### config.mk
export PLATFORM = sky130hd
export DESIGN_NAME = websocket_frame_deframer
export DESIGN_NICKNAME = d
export VERILOG_FILES = /design/src/hdl/wsd_pkg.sv /design/src/hdl/wsd_front.sv /design/src/hdl/wsd_queue.sv /design/src/hdl/websocket_frame_deframer.sv
export SDC_FILE = /design/constraint.sdc
export NUM_CORES = 1
export LEC_CHECK = 0
export BUFFER_PORTS_ARGS = -buffer_cell sky130_fd_sc_hd__buf_2
export CAP_MARGIN = 20
export CORE_UTILIZATION = 40
export DETAILED_ROUTE_END_ITERATION = 8
export PLACE_DENSITY_LB_ADDON = 0.25
export SYNTH_ARGS = -nofsm -noshare
export SYNTH_HDL_FRONTEND = slang
export SYNTH_SLANG_ARGS = --single-unit
### constraint.sdc
create_clock -name clk_i -period 10 [get_ports clk_i]
set_clock_uncertainty 0.1 [all_clocks]
set_input_delay 2 -clock clk_i [delete_from_list [all_inputs] [get_ports clk_i]]
set_output_delay 2 -clock clk_i [all_outputs]
set_load 0.02 [all_outputs]
### src/hdl/wsd_pkg.sv
// ----------------------------------------------------------------------------
// Deframer package
// Shared types and constants for the frame deframer.
// ----------------------------------------------------------------------------
package wsd_pkg;

  localparam int LengthWidthDef = 64;
  localparam int QueueDepth     = 4;
  localparam logic [3:0] OpcClose = 4'h8;
  localparam logic [6:0] LenExt16 = 7'd126;
  localparam logic [6:0] LenExt64 = 7'd127;

  typedef enum logic [2:0] {
    PH_HDR0, PH_HDR1, PH_EXT16, PH_EXT64, PH_KEY, PH_PAYLOAD, PH_TRAIL
  } phase_e;

  typedef enum logic [1:0] {
    ST_COMPLETE = 2'd0, ST_INCOMPLETE = 2'd1, ST_CLOSE = 2'd2
  } status_e;

endpackage

### src/hdl/wsd_front.sv
// ----------------------------------------------------------------------------
// Deframer front end
// Parses header bytes and forms one result request per payload or last byte.
// ----------------------------------------------------------------------------
module wsd_front import wsd_pkg::*; #(
  parameter int LengthWidth = LengthWidthDef
) (
  input  logic                   clk_i,
  input  logic                   rst_ni,
  input  logic                   in_valid_i,
  input  logic [7:0]             in_byte_i,
  input  logic                   in_eob_i,
  output logic                   in_ready_o,
  output logic                   req_valid_o,
  input  logic                   req_ready_i,
  output logic [LengthWidth+16:0] req_data_o
);

  phase_e                 phase_q, phase_d;
  logic                   fin_q, fin_d, masked_q, masked_d, close_q, close_d;
  logic [3:0]             opc_q, opc_d;
  logic [LengthWidth-1:0] len_q, len_d, pcnt_q, pcnt_d, pinc;
  logic [2:0]             hcnt_q, hcnt_d;
  logic [31:0]            key_q, key_d;
  logic                   emit, fire;
  logic [7:0]             ob, kb;
  status_e                st;

  assign in_ready_o = req_ready_i;
  assign fire       = in_valid_i && req_ready_i;
  assign pinc       = pcnt_q + 1'b1;

  always_comb begin
    case (pcnt_q[1:0])
      2'd0:    kb = key_q[31:24];
      2'd1:    kb = key_q[23:16];
      2'd2:    kb = key_q[15:8];
      default: kb = key_q[7:0];
    endcase
  end

  // Parse one byte.
  always_comb begin
    phase_d = phase_q; fin_d = fin_q; masked_d = masked_q; close_d = close_q;
    opc_d = opc_q; len_d = len_q; pcnt_d = pcnt_q; hcnt_d = hcnt_q; key_d = key_q;
    emit = 1'b0; ob = 8'd0; st = ST_COMPLETE;
    case (phase_q)
      PH_HDR0: begin
        fin_d = in_byte_i[7];
        opc_d = in_byte_i[3:0];
        if (!in_eob_i) begin
          if (in_byte_i[3:0] == OpcClose) begin
            close_d = 1'b1; phase_d = PH_TRAIL;
          end else begin
            phase_d = PH_HDR1;
          end
        end
      end
      PH_HDR1: begin
        masked_d = in_byte_i[7];
        hcnt_d   = 3'd0;
        if (in_byte_i[6:0] == LenExt16) begin
          len_d = '0; phase_d = PH_EXT16;
        end else if (in_byte_i[6:0] == LenExt64) begin
          len_d = '0; phase_d = PH_EXT64;
        end else begin
          len_d = LengthWidth'(in_byte_i[6:0]);
          if (in_byte_i[7]) phase_d = PH_KEY;
          else if (in_byte_i[6:0] == 7'd0) phase_d = PH_TRAIL;
          else phase_d = PH_PAYLOAD;
        end
      end
      PH_EXT16, PH_EXT64: begin
        len_d = {len_q[LengthWidth-9:0], in_byte_i};
        if (hcnt_q == ((phase_q == PH_EXT16) ? 3'd1 : 3'd7)) begin
          hcnt_d = 3'd0;
          if (masked_q) phase_d = PH_KEY;
          else if (len_d == '0) phase_d = PH_TRAIL;
          else phase_d = PH_PAYLOAD;
        end else begin
          hcnt_d = hcnt_q + 3'd1;
        end
      end
      PH_KEY: begin
        key_d = {key_q[23:0], in_byte_i};
        if (hcnt_q == 3'd3) begin
          hcnt_d  = 3'd0;
          phase_d = (len_q == '0) ? PH_TRAIL : PH_PAYLOAD;
        end else begin
          hcnt_d = hcnt_q + 3'd1;
        end
      end
      PH_PAYLOAD: begin
        emit   = 1'b1;
        ob     = masked_q ? (in_byte_i ^ kb) : in_byte_i;
        pcnt_d = pinc;
        if (pinc == len_q) phase_d = PH_TRAIL;
      end
      default: ;
    endcase
    // Status for the buffer's last byte.
    if (in_eob_i) begin
      if (phase_q == PH_HDR0) st = ST_INCOMPLETE;
      else if (close_d) st = ST_CLOSE;
      else st = (phase_d == PH_TRAIL) ? ST_COMPLETE : ST_INCOMPLETE;
    end
  end

  assign req_valid_o = in_valid_i && (emit || in_eob_i);
  // Fields from the lowest bit: byte, has_byte, done, status, fin, opcode, length.
  assign req_data_o  = {len_d, opc_d, fin_d, st, in_eob_i, emit, ob};

  always_ff @(posedge clk_i or negedge rst_ni) begin
    if (!rst_ni) begin
      phase_q <= PH_HDR0; fin_q <= 1'b0; masked_q <= 1'b0; close_q <= 1'b0;
      opc_q <= '0; len_q <= '0; pcnt_q <= '0; hcnt_q <= '0; key_q <= '0;
    end else if (fire) begin
      if (in_eob_i) begin
        phase_q <= PH_HDR0; fin_q <= 1'b0; masked_q <= 1'b0; close_q <= 1'b0;
        opc_q <= '0; len_q <= '0; pcnt_q <= '0; hcnt_q <= '0; key_q <= '0;
      end else begin
        phase_q <= phase_d; fin_q <= fin_d; masked_q <= masked_d; close_q <= close_d;
        opc_q <= opc_d; len_q <= len_d; pcnt_q <= pcnt_d; hcnt_q <= hcnt_d;
        key_q <= key_d;
      end
    end
  end

endmodule

### src/hdl/wsd_queue.sv
// ----------------------------------------------------------------------------
// Deframer result queue
// Small register FIFO between the parser and the output port.
// ----------------------------------------------------------------------------
module wsd_queue import wsd_pkg::*; #(
  parameter int Width = 8
) (
  input  logic             clk_i,
  input  logic             rst_ni,
  input  logic             wr_valid_i,
  output logic             wr_ready_o,
  input  logic [Width-1:0] wr_data_i,
  output logic             rd_valid_o,
  input  logic             rd_ready_i,
  output logic [Width-1:0] rd_data_o
);

  localparam int Aw = $clog2(QueueDepth);

  logic [Width-1:0] mem_q [QueueDepth];
  logic [Aw-1:0]    wp_q, rp_q;
  logic [Aw:0]      cnt_q;
  logic             wr, rd;

  assign wr_ready_o = (cnt_q != (Aw+1)'(QueueDepth));
  assign rd_valid_o = (cnt_q != '0);
  assign rd_data_o  = mem_q[rp_q];
  assign wr = wr_valid_i && wr_ready_o;
  assign rd = rd_valid_o && rd_ready_i;

  // Storage write.
  always_ff @(posedge clk_i) begin
    if (wr) mem_q[wp_q] <= wr_data_i;
  end

  // Pointers and fill count.
  always_ff @(posedge clk_i or negedge rst_ni) begin
    if (!rst_ni) begin
      wp_q <= '0; rp_q <= '0; cnt_q <= '0;
    end else begin
      if (wr) wp_q <= wp_q + 1'b1;
      if (rd) rp_q <= rp_q + 1'b1;
      cnt_q <= cnt_q + (Aw+1)'(wr) - (Aw+1)'(rd);
    end
  end

endmodule

### src/hdl/websocket_frame_deframer.sv
// ----------------------------------------------------------------------------
// Frame deframer
// Decodes received frame bytes and delivers unmasked payload and status.
// ----------------------------------------------------------------------------
// Input: one buffer byte per request on s_axis; tlast marks the last byte.
// Output: a request for every payload byte and for the buffer's last byte,
// carrying the byte, status, FIN, opcode and decoded length in tdata, with
// tuser flagging a payload byte and tlast marking the last-byte result.
// Header, length and masking-key bytes give no output request.
// The parser takes one byte per cycle while the queue has room; each result
// leaves through a four-entry queue whose occupancy sets when input stalls.
// Sustained rate is one byte per cycle while m_axis_tready stays high.
// When the receiver stalls, the queue fills and s_axis_tready falls once
// it is full; nothing is dropped.
// Reset clears the parse state and empties the queue. After each last byte
// the parse state returns to its reset values for the next buffer.
// ----------------------------------------------------------------------------
module websocket_frame_deframer import wsd_pkg::*; #(
  parameter int LengthWidth = LengthWidthDef
) (
  input  logic        clk_i,
  input  logic        rst_ni,
  input  logic        s_axis_tvalid,
  output logic        s_axis_tready,
  input  logic [7:0]  s_axis_tdata,   // data_byte
  input  logic        s_axis_tlast,   // end_of_buffer
  output logic        m_axis_tvalid,
  input  logic        m_axis_tready,
  // out_byte[7:0], status[9:8], fin[10], opcode[14:11], frame length[78:15]
  output logic [79:0] m_axis_tdata,
  output logic        m_axis_tuser,   // has_byte
  output logic        m_axis_tlast    // done_res
);

  localparam int Rw = LengthWidth + 17;

  logic          req_valid, req_ready, q_valid;
  logic [Rw-1:0] req_data, q_data;

  wsd_front #(.LengthWidth(LengthWidth)) u_front (
    .clk_i, .rst_ni,
    .in_valid_i (s_axis_tvalid), .in_byte_i(s_axis_tdata), .in_eob_i(s_axis_tlast),
    .in_ready_o (s_axis_tready),
    .req_valid_o(req_valid), .req_ready_i(req_ready), .req_data_o(req_data)
  );

  wsd_queue #(.Width(Rw)) u_queue (
    .clk_i, .rst_ni,
    .wr_valid_i(req_valid), .wr_ready_o(req_ready), .wr_data_i(req_data),
    .rd_valid_o(q_valid), .rd_ready_i(m_axis_tready), .rd_data_o(q_data)
  );

  // Repack the queued request onto the output stream.
  assign m_axis_tvalid = q_valid;
  assign m_axis_tuser  = q_data[8];
  assign m_axis_tlast  = q_data[9];
  assign m_axis_tdata  = {1'b0, 64'(q_data[Rw-1:17]), q_data[16:10], q_data[7:0]};

endmodule

; ---- Yosys cells after proc, flatten, opt, wreduce, memory -nomap -nowiden
; Memories as Yosys holds them, arrays and structs flattened.
; Cells that the tools add are included.
[totals]
reg_bits = 180
ram_bits = 324
input_bits = 13
out_inout_bits = 84
wordCells = 102
memories = 1
[classes]
addsub = 6
eq_ne = 15
muxes = 47
bitwise_logic = 1
reduce_logical = 20
[mem_list]
columns = memory, words, word_bits, rd, rd_ports_with_merged_regs, write_ports, line_no
row1 = u_queue.mem_q, 4, 81, 1, 0, 1, wsd_queue.sv:20  ; logic [Width-1:0] mem_q [QueueDepth];
[op_table]
columns = operator, n
row1 = $mux W64, 4
row2 = $logic_not A64 Y1, 2
row3 = $pmux W64 S2, 1
row4 = $add A64 B1 Y64 const B, 1
row5 = $eq A64 B64 Y1, 1
row6 = $mux W32, 2
row7 = $mux W3, 14
row8 = $pmux W8 S3, 1
row9 = $mux W8, 2
row10 = $pmux W3 S5, 1
row11 = $eq A7 B7 Y1 const B, 2
row12 = $mux W1, 12
row13 = $mux W2, 6
row14 = $eq A3 B2 Y1 const B, 3
row15 = $eq A3 B3 Y1 const B, 3
row16 = $pmux W3 S3, 1
row17 = $mux W4, 2
row18 = $reduce_and A2 Y1, 4
row19 = $xor A8 B8 Y8, 1
row20 = $logic_not A7 Y1, 1
row21 = $mux W7, 1
row22 = $reduce_bool A2 Y1, 3
row23 = $add A2 B1 Y2 const B, 2
row24 = $eq A4 B4 Y1 const B, 1
row25 = 15 further kinds, 18

; ---- Longest topological paths before layout
; Gate-level depths: netlist of the first run.
[logic_depth]
depth_word = 11
ltp_mapped = 12
depth_no_buf = 10

; ---- Cells and area by module
; A second synthesis of the first run with hierarchy kept.
[hier_totals]
cells_unflattened = 1770
hier_area_um2 = 23435.0
[modules_own_cells]
columns = mod, n_inst, cells_each, area_per_inst_um2, seq_area_each_um2
row1 = wsd_queue, 1, 464, 12161.7, 9904.5
row2 = wsd_front, 1, 1304, 11262.1, 4329.2
row3 = websocket_frame_deframer, 1, 2, 11.3, 0.0

; ---- Worst setup path before layout of the first run
; No wires, ideal clock.
[synth_timing]
path_type = in2reg
startpoint = input port s_axis_tvalid
endpoint = memory u_queue.mem_q[0][0] (netlist name), enable pin
setup_ns = 0.448
arrival_ns = 4.903
required_time_ns = 9.452
setup_slack_ns = 4.548
path_stages = 6
path_buffers = 2
path_cell_list = and2_1 clkbuf_1 o21ai_1 inv_1 clkbuf_1 and2_1
[synth_via]
elab_chain_cells = 4
[synth_lines]
columns = element, line_no
row1 = "start, declared", websocket_frame_deframer.sv:23  ; input logic s_axis_tvalid,
row2 = $logic_and A1 B1 Y1, wsd_front.sv:109  ; assign req_valid_o = in_valid_i && (emit || in_eob_i);
row3 = $logic_and A1 B1 Y1, wsd_queue.sv:28  ; assign wr = wr_valid_i && wr_ready_o;
row4 = net u_queue.wr, wsd_queue.sv:23  ; logic wr, rd;
row5 = $mux W1, wsd_queue.sv:33  ; if (wr) mem_q[wp_q] <= wr_data_i;
row6 = $mux W1 (implied by the code), wsd_queue.sv:33
row7 = "end, declared", wsd_queue.sv:20
; The timed path passes the listed nets, and every way through them passes these cells.

; ---- Final worst setup path of the first run
[layout_timing]
startpoint = register u_queue.rp_q[0]
endpoint = output port m_axis_tdata[67]
[layout_via]
elab_chain_cells = 1
[layout_lines]
columns = element, line_no
row1 = "start, declared", wsd_queue.sv:21  ; logic [Aw-1:0] wp_q, rp_q;
row2 = "start signal, assigned", wsd_queue.sv:42  ; if (rd) rp_q <= rp_q + 1'b1;
row3 = $mem_v2 Z4 W81, --
row4 = "end, declared", websocket_frame_deframer.sv:30  ; output logic [79:0] m_axis_tdata,
; No other way between the ends.

==> flow_summary.yaml, run 1 <==
run_status:
  status: "completed"
place:
  hpwl_um: 45300
  port_buffers: 95
  placed_area_um2: 24700
  place_inst: 2574
  gp_congestion: 0.982
synthesis:
  synth_area_leader_cell: "edfxtp_1"
  syn_inst: 1816
  async_reset_ff_frac: 0.357
  synth_nets: 1844
  ys_types: 78
  ys_seq_area_frac: 0.604
  syn_area_per_cell_um2: 13.0
  syn-cell-area_um2: 23600
  ys.flop_type: "edfxtp_1"
  synth_top_area_share: 0.413
  synthTopCellsByArea: "edfxtp_1, dfrtp_1, mux4_2"
  synth-edff-count: 324
  synth_warnings: 0
  synth_seq_cells: 504
clocking:
  clock_latency_ns: 0.61
  cts_tree: "yes"
  cts_num_sinks: 504
  cts_htree_levels: 2
  cts.reportedPaths.clkPinSlew_ns: 0.06
  clockBufferDepth: 3
  post_cts_buffers: 0
  cts_made_buffers: 51
  ctsHoldBuffers: 0
  clock-root-buffer: "clkbuf_16"
  post_cts_resized: 0
worst_setup_path:
  required_ns: 7.90
  crit_path_end_kind: "output port"
  worstPathMaxFanout: 44
  worst-path-buf-inv: 2
  cp.arrival_ns: 3.20
  worstSetupPathType: "reg2out"
  crit_chain: "buf_4 -> mux4_2 -> buf_2"
  slowest_stage: "dfrtp_4"
  path_depth: 3
  ff2ff_path_depth: 10
  crit_path_start_kind: "register"
  max_stage_delay_ns: 0.96
  critPathTopFamily: "flip-flops"
power:
  power_density_nw_per_um2: 246
  peakVddDrop_mv: 0.144
  leakage_nw: 9.59
layout:
  fin_util: 0.456
  drive_above_1_share: 0.160
  final_common_cell: "edfxtp_1"
  design_area_um2: 26400
  final_nets: 1890
  final_cell_mix: "edfxtp_1, nand2_1, dfrtp_1, o21ai_0, a22o_1"
  area_growth_pct: 12.0
  stdcell_count: 2671
global_routing:
  grt_max_degree: 77
  antenna_found_initial: 1
  grt-ovfl-total: 0
  grt_pass1_wl_um: 102000
  track_usage: 0.226
  grt_pass1_vias: 15800
routing:
  drc: 0
  dr.pass1.iters: 5
  routed_wl_um: 67400
  routedWlPerCell_um: 25.2
  viasPerCell: 6.09
  ant_nets: 0
  vias: 16300
  drt_iter0_markers: 1699
min_path:
  hold_class: "reg2reg"
  min_path_cells: 2
floorplan:
  ios: 97
  dieArea_um2: 59900
  dieWidth_um: 245
  rows: 88
  fp.coreArea_um2: 57900
  die_y_um: 245
  initial_utilization: 0.407
sta:
  finalSetupTns_ns: 0
  relSlewSlack: 0.336
  rsz0062_at_grt: "no"
  final-max-slew-violation-count: 0
  post-route-period-util: 0.530
  fin_crit_ns: 5.30
  tightestPinTransition_ns: 0.988
  finalSetupViolations: 0
  final_hold_viol_count: 0
  fmax_mhz: 189
job:
  drv_cap: 0
-- area by class of cell --
cell class	instances	area, um^2
fillers	5241	31500
multi-input cells	1160	8780
repair buffers	116	642
flip-flops and latches	504	14200
inverters	29	109
diodes	1	2.50
clock inverters	18	200
clock buffers	78	1460
well taps	765	957
-- where the power goes --
group | switching, W | internal [W]
sequential | 0.000253 | 0.00253
clock | 0.000813 | 0.00107
combinational | 0.00113 | 0.000699
-- through the flow --
step                      worst slack [ns]  hold WS (ns)  power [W]
after CTS                             4.58         0.385    0.00656
after floorplan                       4.55         0.350    0.00403
after detailed placement              5.24         0.372    0.00467
final                                 4.70         0.386    0.00650
after global placement                5.28         0.364    0.00465
after global routing                  4.43         0.405    0.00679
-- flip-flops by register name, indices dropped and copies added, names as in the netlist --
signal            flops
u_front.phase_q       3
u_front.masked_q      1
u_queue.wp_q          2
u_front.pcnt_q       64
u_queue.mem_q       324
u_queue.rp_q          2
u_front.opc_q         4
u_front.key_q        32
u_queue.cnt_q         3
u_front.fin_q         1
u_front.close_q       1
u_front.hcnt_q        3
u_front.len_q        64
-- worst paths after layout --
kind | from | to | slack, ns
max in group asynchronous | rst_ni | u_queue.rp_q[0] | 6.94
min in group asynchronous | rst_ni | u_front.pcnt_q[33] | 1.32
hold / removal | u_front.key_q[24] | u_front.key_q[24] | 0.39
setup reg to reg | u_front.pcnt_q[0] | u_queue.mem_q[3][10] | 5.24
hold reg to reg | u_front.key_q[24] | u_front.key_q[24] | 0.39
setup / recovery | u_queue.rp_q[0] | m_axis_tdata[67] | 4.70
-- cells by family (layout without fill, tap and decap cells) --
group           after synthesis  in the layout  synth area share
simple gates                527            527             0.116
flops                       504            504             0.604
compound gates              414            414             0.123
buf+inv                     152            241            0.0251
xor+xnor                    114            114            0.0424
mux                          89             89            0.0812
fa+ha+maj                    15             15           0.00829
other cells                   1              2          0.000159
-- Yosys cell counts (28+ instances only) --
cell type	number
clkbuf_1	96
dfrtp_1	180
nand3_1	32
and3_1	28
mux4_2	81
nand2_1	204
o21ai_0	139
nor4_1	44
edfxtp_1	324
a22o_1	138
a21oi_1	36
nor2_1	56
nand4_1	48
xor2_1	37
xnor2_1	77
-- worst reg2reg max path, delay by kind of cell, from the launching register on --
family / cells / cell delay [ns]
adders and majority gates: 1 / 0.32
AOI/OAI and AO/OA: 4 / 1.09
and+or+nand+nor: 5 / 2.41
DFF: 1 / 0.53
-- routing by layer --
layer | routed length [um] | vias up | share of wire | GRT usage
li1 | - | 7155 | - | -
met1 | 30200 | 8314 | 0.45 | 0.334
met2 | 30900 | 664 | 0.46 | 0.350
met3 | 4350 | 123 | 0.065 | 0.0286
met4 | 1900 | 0 | 0.028 | 0.0673
met5 | 0 | - | 0 | 0
Power figures use the tool's default switching activity.
==> run 2, diff against run 1 <==
Settings changed: ABC_AREA set to 1.
Clock period 10 ns to 5.2 ns, I/O delays scaled along.
==> flow_summary.yaml, run 2 <==
run_status:
  status: "completed"
synthesis:
  ys_types: 45
  synth-edff-count: 324
  synth_area_leader_cell: "edfxtp_1"
  synth.most_common_cell: "nand2_1"
  synthTopCellsByArea: "edfxtp_1, dfrtp_1, nand2_1"
  ys_seq_area_frac: 0.584
  synthSimpleGateAreaFrac: 0.206
  synth_top_area_share: 0.399
  synth_common_cells: "nand2_1, nor2_1, edfxtp_1"
  syn-cell-area_um2: 24400
  synthMuxAreaShare: 0
  syn_area_per_cell_um2: 9.22
  ys.flop_type: "edfxtp_1"
  synth_warnings: 0
  synth_seq_cells: 504
  syn_inst: 2645
  synth_compound_area_frac: 0.131
  async_reset_ff_frac: 0.357
  synth_nets: 2673
  synth_xor_area_frac: 0.0140
  synth_top_family_by_area: "simple AND/OR/NAND/NOR gates"
  synthAdderAreaFrac: 0.00800
layout:
  final_nets: 2739
  area_growth_pct: 13.4
  drive_above_1_share: 0.106
  largest_reg_flops: 324
  final_common_cell: "nand2_1"
  top_regs: "u_queue.mem_q: 324 flops, u_front.len_q: 64 flops, u_front.pcnt_q: 64 flops"
  largest_register: "u_queue.mem_q"
  n_fill_cell: 5744
  antenna_cells: 0
  design_area_um2: 27700
  stdcell_count: 3539
  final_cell_mix: "nand2_1, nor2_1, edfxtp_1, o21ai_0, inv_1"
place:
  place_inst: 3436
  port_buffers: 95
  gp_congestion: 1.03
  placed_area_um2: 25700
  hpwl_um: 54000
floorplan:
  fp.coreArea_um2: 60400
  rows: 90
  dieArea_um2: 62000
  initial_utilization: 0.404
  die_y_um: 249
  dieWidth_um: 249
  ios: 97
sta:
  fin_crit_ns: 3.84
  relSlewSlack: 0.265
  final-max-slew-violation-count: 0
  tightestPinTransition_ns: 1.10
  fmax_mhz: 261
  post-route-period-util: 0.738
  rsz0062_at_grt: "no"
  final_hold_viol_count: 0
  finalSetupViolations: 0
  fin_hold_ws_ns: 0.342
job:
  drv_cap: 0
routing:
  viasPerCell: 5.61
  vias: 19900
  routed_wl_um: 77800
  ant_nets: 0
  dr.pass1.iters: 6
  drc: 0
  drt_iter0_markers: 1774
  routedWlPerCell_um: 22.0
worst_setup_path:
  crit_path_end_kind: "output port"
  cp.arrival_ns: 2.70
  required_ns: 4.06
  crit_path_start_kind: "register"
  worstSetupPathType: "reg2out"
  worstPathMaxFanout: 41
clocking:
  clock-root-buffer: "clkbuf_16"
  clock_latency_ns: 0.63
  cts_num_sinks: 504
  clockBufferDepth: 3
  cts_htree_levels: 2
  post_cts_resized: 0
  cts_made_buffers: 55
  cts.reportedPaths.clkPinSlew_ns: 0.06
  post_cts_buffers: 0
  cts_tree: "yes"
  ctsHoldBuffers: 0
global_routing:
  grt_pass1_vias: 18800
  antenna_found_initial: 0
  grt_max_degree: 165
  track_usage: 0.248
  grt_pass1_wl_um: 117000
  grt-ovfl-total: 0
power:
  power_density_nw_per_um2: 490
  peakVddDrop_mv: 0.475
  leakage_nw: 10.7
min_path:
  hold_class: "in2async"
-- run 2: metrics by stage --
| stage | power [W] | util | TNS, ns | setup WS, ns |
|---|---|---|---|---|
| floorplan | 0.00793 | - | -105.68 | -0.326 |
| global placement | 0.00944 | 0.426 | 0 | 1.42 |
| detailed placement | 0.00951 | 0.426 | 0 | 1.36 |
| CTS | 0.0137 | 0.458 | 0 | 1.28 |
| global route | 0.0142 | 0.458 | 0 | 1.18 |
| finish | 0.0136 | 0.458 | 0 | 1.36 |
-- run 2: path summary, 6_finish.rpt --
| check | from | to | slack (ns) | cells after the start |
|---|---|---|---|---|
| worst min register to register | u_front.key_q[30] | u_front.key_q[30] | 0.39 | 2 |
| worst max register to register | u_front.pcnt_q[0] | u_queue.mem_q[2][10] | 1.46 | 20 |
| min in group clk_i | u_front.key_q[30] | u_front.key_q[30] | 0.39 | 2 |
| max in group asynchronous | rst_ni | u_front.len_q[13] | 3.49 | 2 |
| worst min-delay path | rst_ni | u_front.key_q[17] | 0.34 | 1 |
| worst max-delay path | u_queue.rp_q[1] | m_axis_tdata[33] | 1.36 | 5 |
-- run 2: critical path, stage by stage, from the launching register on --
cell and delay (ns):
dfrtp_2 0.40, inv_2 0.64, buf_4 0.40, o21ai_0 0.13, o22ai_1 0.26, buf_2 0.23
-- run 2: cell type report --
type | count | area, um^2 | area share
tap | 782 | 978 | 0.0354
clock buffer | 69 | 1500 | 0.0543
sequential | 504 | 14200 | 0.515
inverter | 251 | 945 | 0.0342
clock inverter | 34 | 415 | 0.0150
multi-input combinational | 1779 | 8820 | 0.319
timing repair buffer | 120 | 759 | 0.0275
-- run 2: kinds of logic after synthesis --
family                   after synthesis
AND/OR/NAND/NOR                     1175
adder cells (fa/ha/maj)               15
flip-flops                           504
buffers and inverters                362
XOR/XNOR                              23
AO/OA/AOI/OAI                        565
other                                  1
-- run 2: metal layers --
metal / up-vias / GRT usage / share of wire
met5: - / 0 / 0
met4: 0 / 0.0724 / 0.028
met3: 111 / 0.0319 / 0.055
met2: 618 / 0.403 / 0.47
met1: 9855 / 0.346 / 0.44
li1: 9274 / - / -
-- run 2: report_power, final --
group | internal [W] | leakage, nW | switching (W)
logic | 0.00121 | 4.28 | 0.00322
clock network | 0.00249 | 0.936 | 0.00165
registers | 0.00478 | 5.50 | 0.000193
==> run 3, diff against run 2 <==
Settings changed: ABC_AREA 1 to 0.
Clock period 5.2 ns to 3.7 ns, I/O delays scaled along.
==> flow_summary.yaml, run 3 (synthesized netlist as in run 1, its figures left out) <==
clocking:
  cts_htree_levels: 2
  clock-root-buffer: "clkbuf_16"
  ctsHoldBuffers: 0
  cts_num_sinks: 504
  clockBufferDepth: 3
  cts.reportedPaths.clkPinSlew_ns: 0.06
  clock_latency_ns: 0.60
  cts_tree: "yes"
  cts_made_buffers: 51
worst_setup_path:
  cp.arrival_ns: 4.13
  worstPathMaxFanout: 4
  required_ns: 3.90
  ff2ff_path_depth: 11
  crit_path_end_kind: "register"
  crit_path_start_kind: "register"
  worstSetupPathType: "reg2reg"
power:
  internal_power_w: 0.0117
  switching_share: 0.340
  pwr-share-comb: 0.305
  peakVddDrop_mv: 0.442
  power_switching_w: 0.00606
  clockPowerShare: 0.278
  leakage_nw: 10.8
  power_density_nw_per_um2: 628
  seq_power_share: 0.417
floorplan:
  die_y_um: 245
  ios: 97
  fp.coreArea_um2: 57900
  dieArea_um2: 59900
  initial_utilization: 0.407
  rows: 88
  dieWidth_um: 245
sta:
  tightestPinTransition_ns: 0.805
  fin_crit_ns: 3.93
  setup_slack_ns: -0.232
  finalSetupViolations: 5
  rsz0062_at_grt: "yes"
  finalSetupTns_ns: -0.964
  relSlewSlack: 0.464
  post-route-period-util: 1.06
  fin_hold_ws_ns: 0.143
  final-max-slew-violation-count: 0
  final_hold_viol_count: 0
  fmax_mhz: 254
layout:
  antenna_cells: 0
  stdcell_count: 2892
  largest_reg_flops: 324
  largest_register: "u_queue.mem_q"
  area_growth_pct: 20.2
  design_area_um2: 28300
  final_nets: 2112
  final_cell_mix: "edfxtp_1, buf_4, nand2_1, dfrtp_1"
  drive_above_1_share: 0.260
  final_common_cell: "edfxtp_1"
  top_regs: "u_queue.mem_q: 324 flops, u_front.len_q: 64 flops, u_front.pcnt_q: 64 flops"
routing:
  viasPerCell: 5.88
  dr.pass1.iters: 5
  vias: 17000
  routedWlPerCell_um: 24.9
  ant_nets: 0
  drc: 0
  drt_iter0_markers: 1496
  routed_wl_um: 72100
global_routing:
  grt_pass1_wl_um: 109000
  grt_pass1_vias: 16900
  antenna_found_initial: 0
  track_usage: 0.243
  grt_max_degree: 89
  grt-ovfl-total: 0
place:
  place_inst: 2786
  gp_congestion: 0.940
  place_ws_ns: -0.222
  hpwl_um: 51400
  placed_area_um2: 26500
  port_buffers: 95
run_status:
  violations: "negative setup slack"
  status: "finished with violations"
min_path:
  hold_class: "in2async"
job:
  drv_cap: 0
run 3: what timing repair did:
item / 4_1_cts / 5_1_grt
pin swaps: 2 / 13
gates resized for setup: 7 / 16
setup endpoints to repair: 6 / 6
buffers inserted: 3 / 7
run 3: stage by stage:
stage,util,power [W]
2_1_floorplan,-,0.0109
3_3_place_gp,0.458,0.0129
3_5_place_dp,0.458,0.0129
4_1_cts,0.487,0.0179
5_1_grt,0.489,0.0186
6_report,0.489,0.0178
run 3: worst max-delay path: stages, from the launching register on:
cell and delay, ns:
dfrtp_1 0.39, nand4_4 0.13, buf_6 0.14, or4_4 0.58, nor3_4 0.23, xnor2_2 0.09, or4b_1 0.48, or4_4 0.50
or4_4 0.44, nor4_4 0.27, buf_4 0.19, o41ai_4 0.10
run 3: power groups by stage:
stage,registers [W],clock network (W),logic (W)
floorplan,0.00716,0,0.00372
global placement,0.00749,0,0.00537
detailed placement,0.00753,0,0.00540
CTS,0.00742,0.00507,0.00544
global route,0.00749,0.00527,0.00582
finish,0.00742,0.00495,0.00543
run 3: per-layer routing:
layer	share of wire	global-route usage	up-vias	wire length, um
li1	-	-	7595	-
met4	0.027	0.0713	0	1940
met2	0.45	0.364	632	32200
met3	0.068	0.0368	106	4910
met5	0	0	-	0
met1	0.46	0.364	8685	33000
run 3: final cells by class:
cell class	instances	area, um^2
Timing Repair Buffer	338	2470
Inverter	29	109
Clock inverter	26	210
Sequential cell	504	14200
Multi-Input combinational cell	1160	8920
Fill cell	5112	29600
Clock buffer	70	1410
Tap cell	765	957
run 3: final timing paths:
| kind | start | end | slack [ns] |
|---|---|---|---|
| setup / recovery | u_front.pcnt_q[7] | u_queue.mem_q[2][10] | -0.23 |
| hold / removal | rst_ni | u_front.pcnt_q[42] | 0.14 |
| setup reg to reg | u_front.pcnt_q[7] | u_queue.mem_q[2][10] | -0.23 |
| hold reg to reg | u_front.key_q[26] | u_front.key_q[26] | 0.39 |
| max in group asynchronous | rst_ni | u_front.pcnt_q[15] | 2.54 |
| min in group clk_i | u_front.key_q[26] | u_front.key_q[26] | 0.39 |
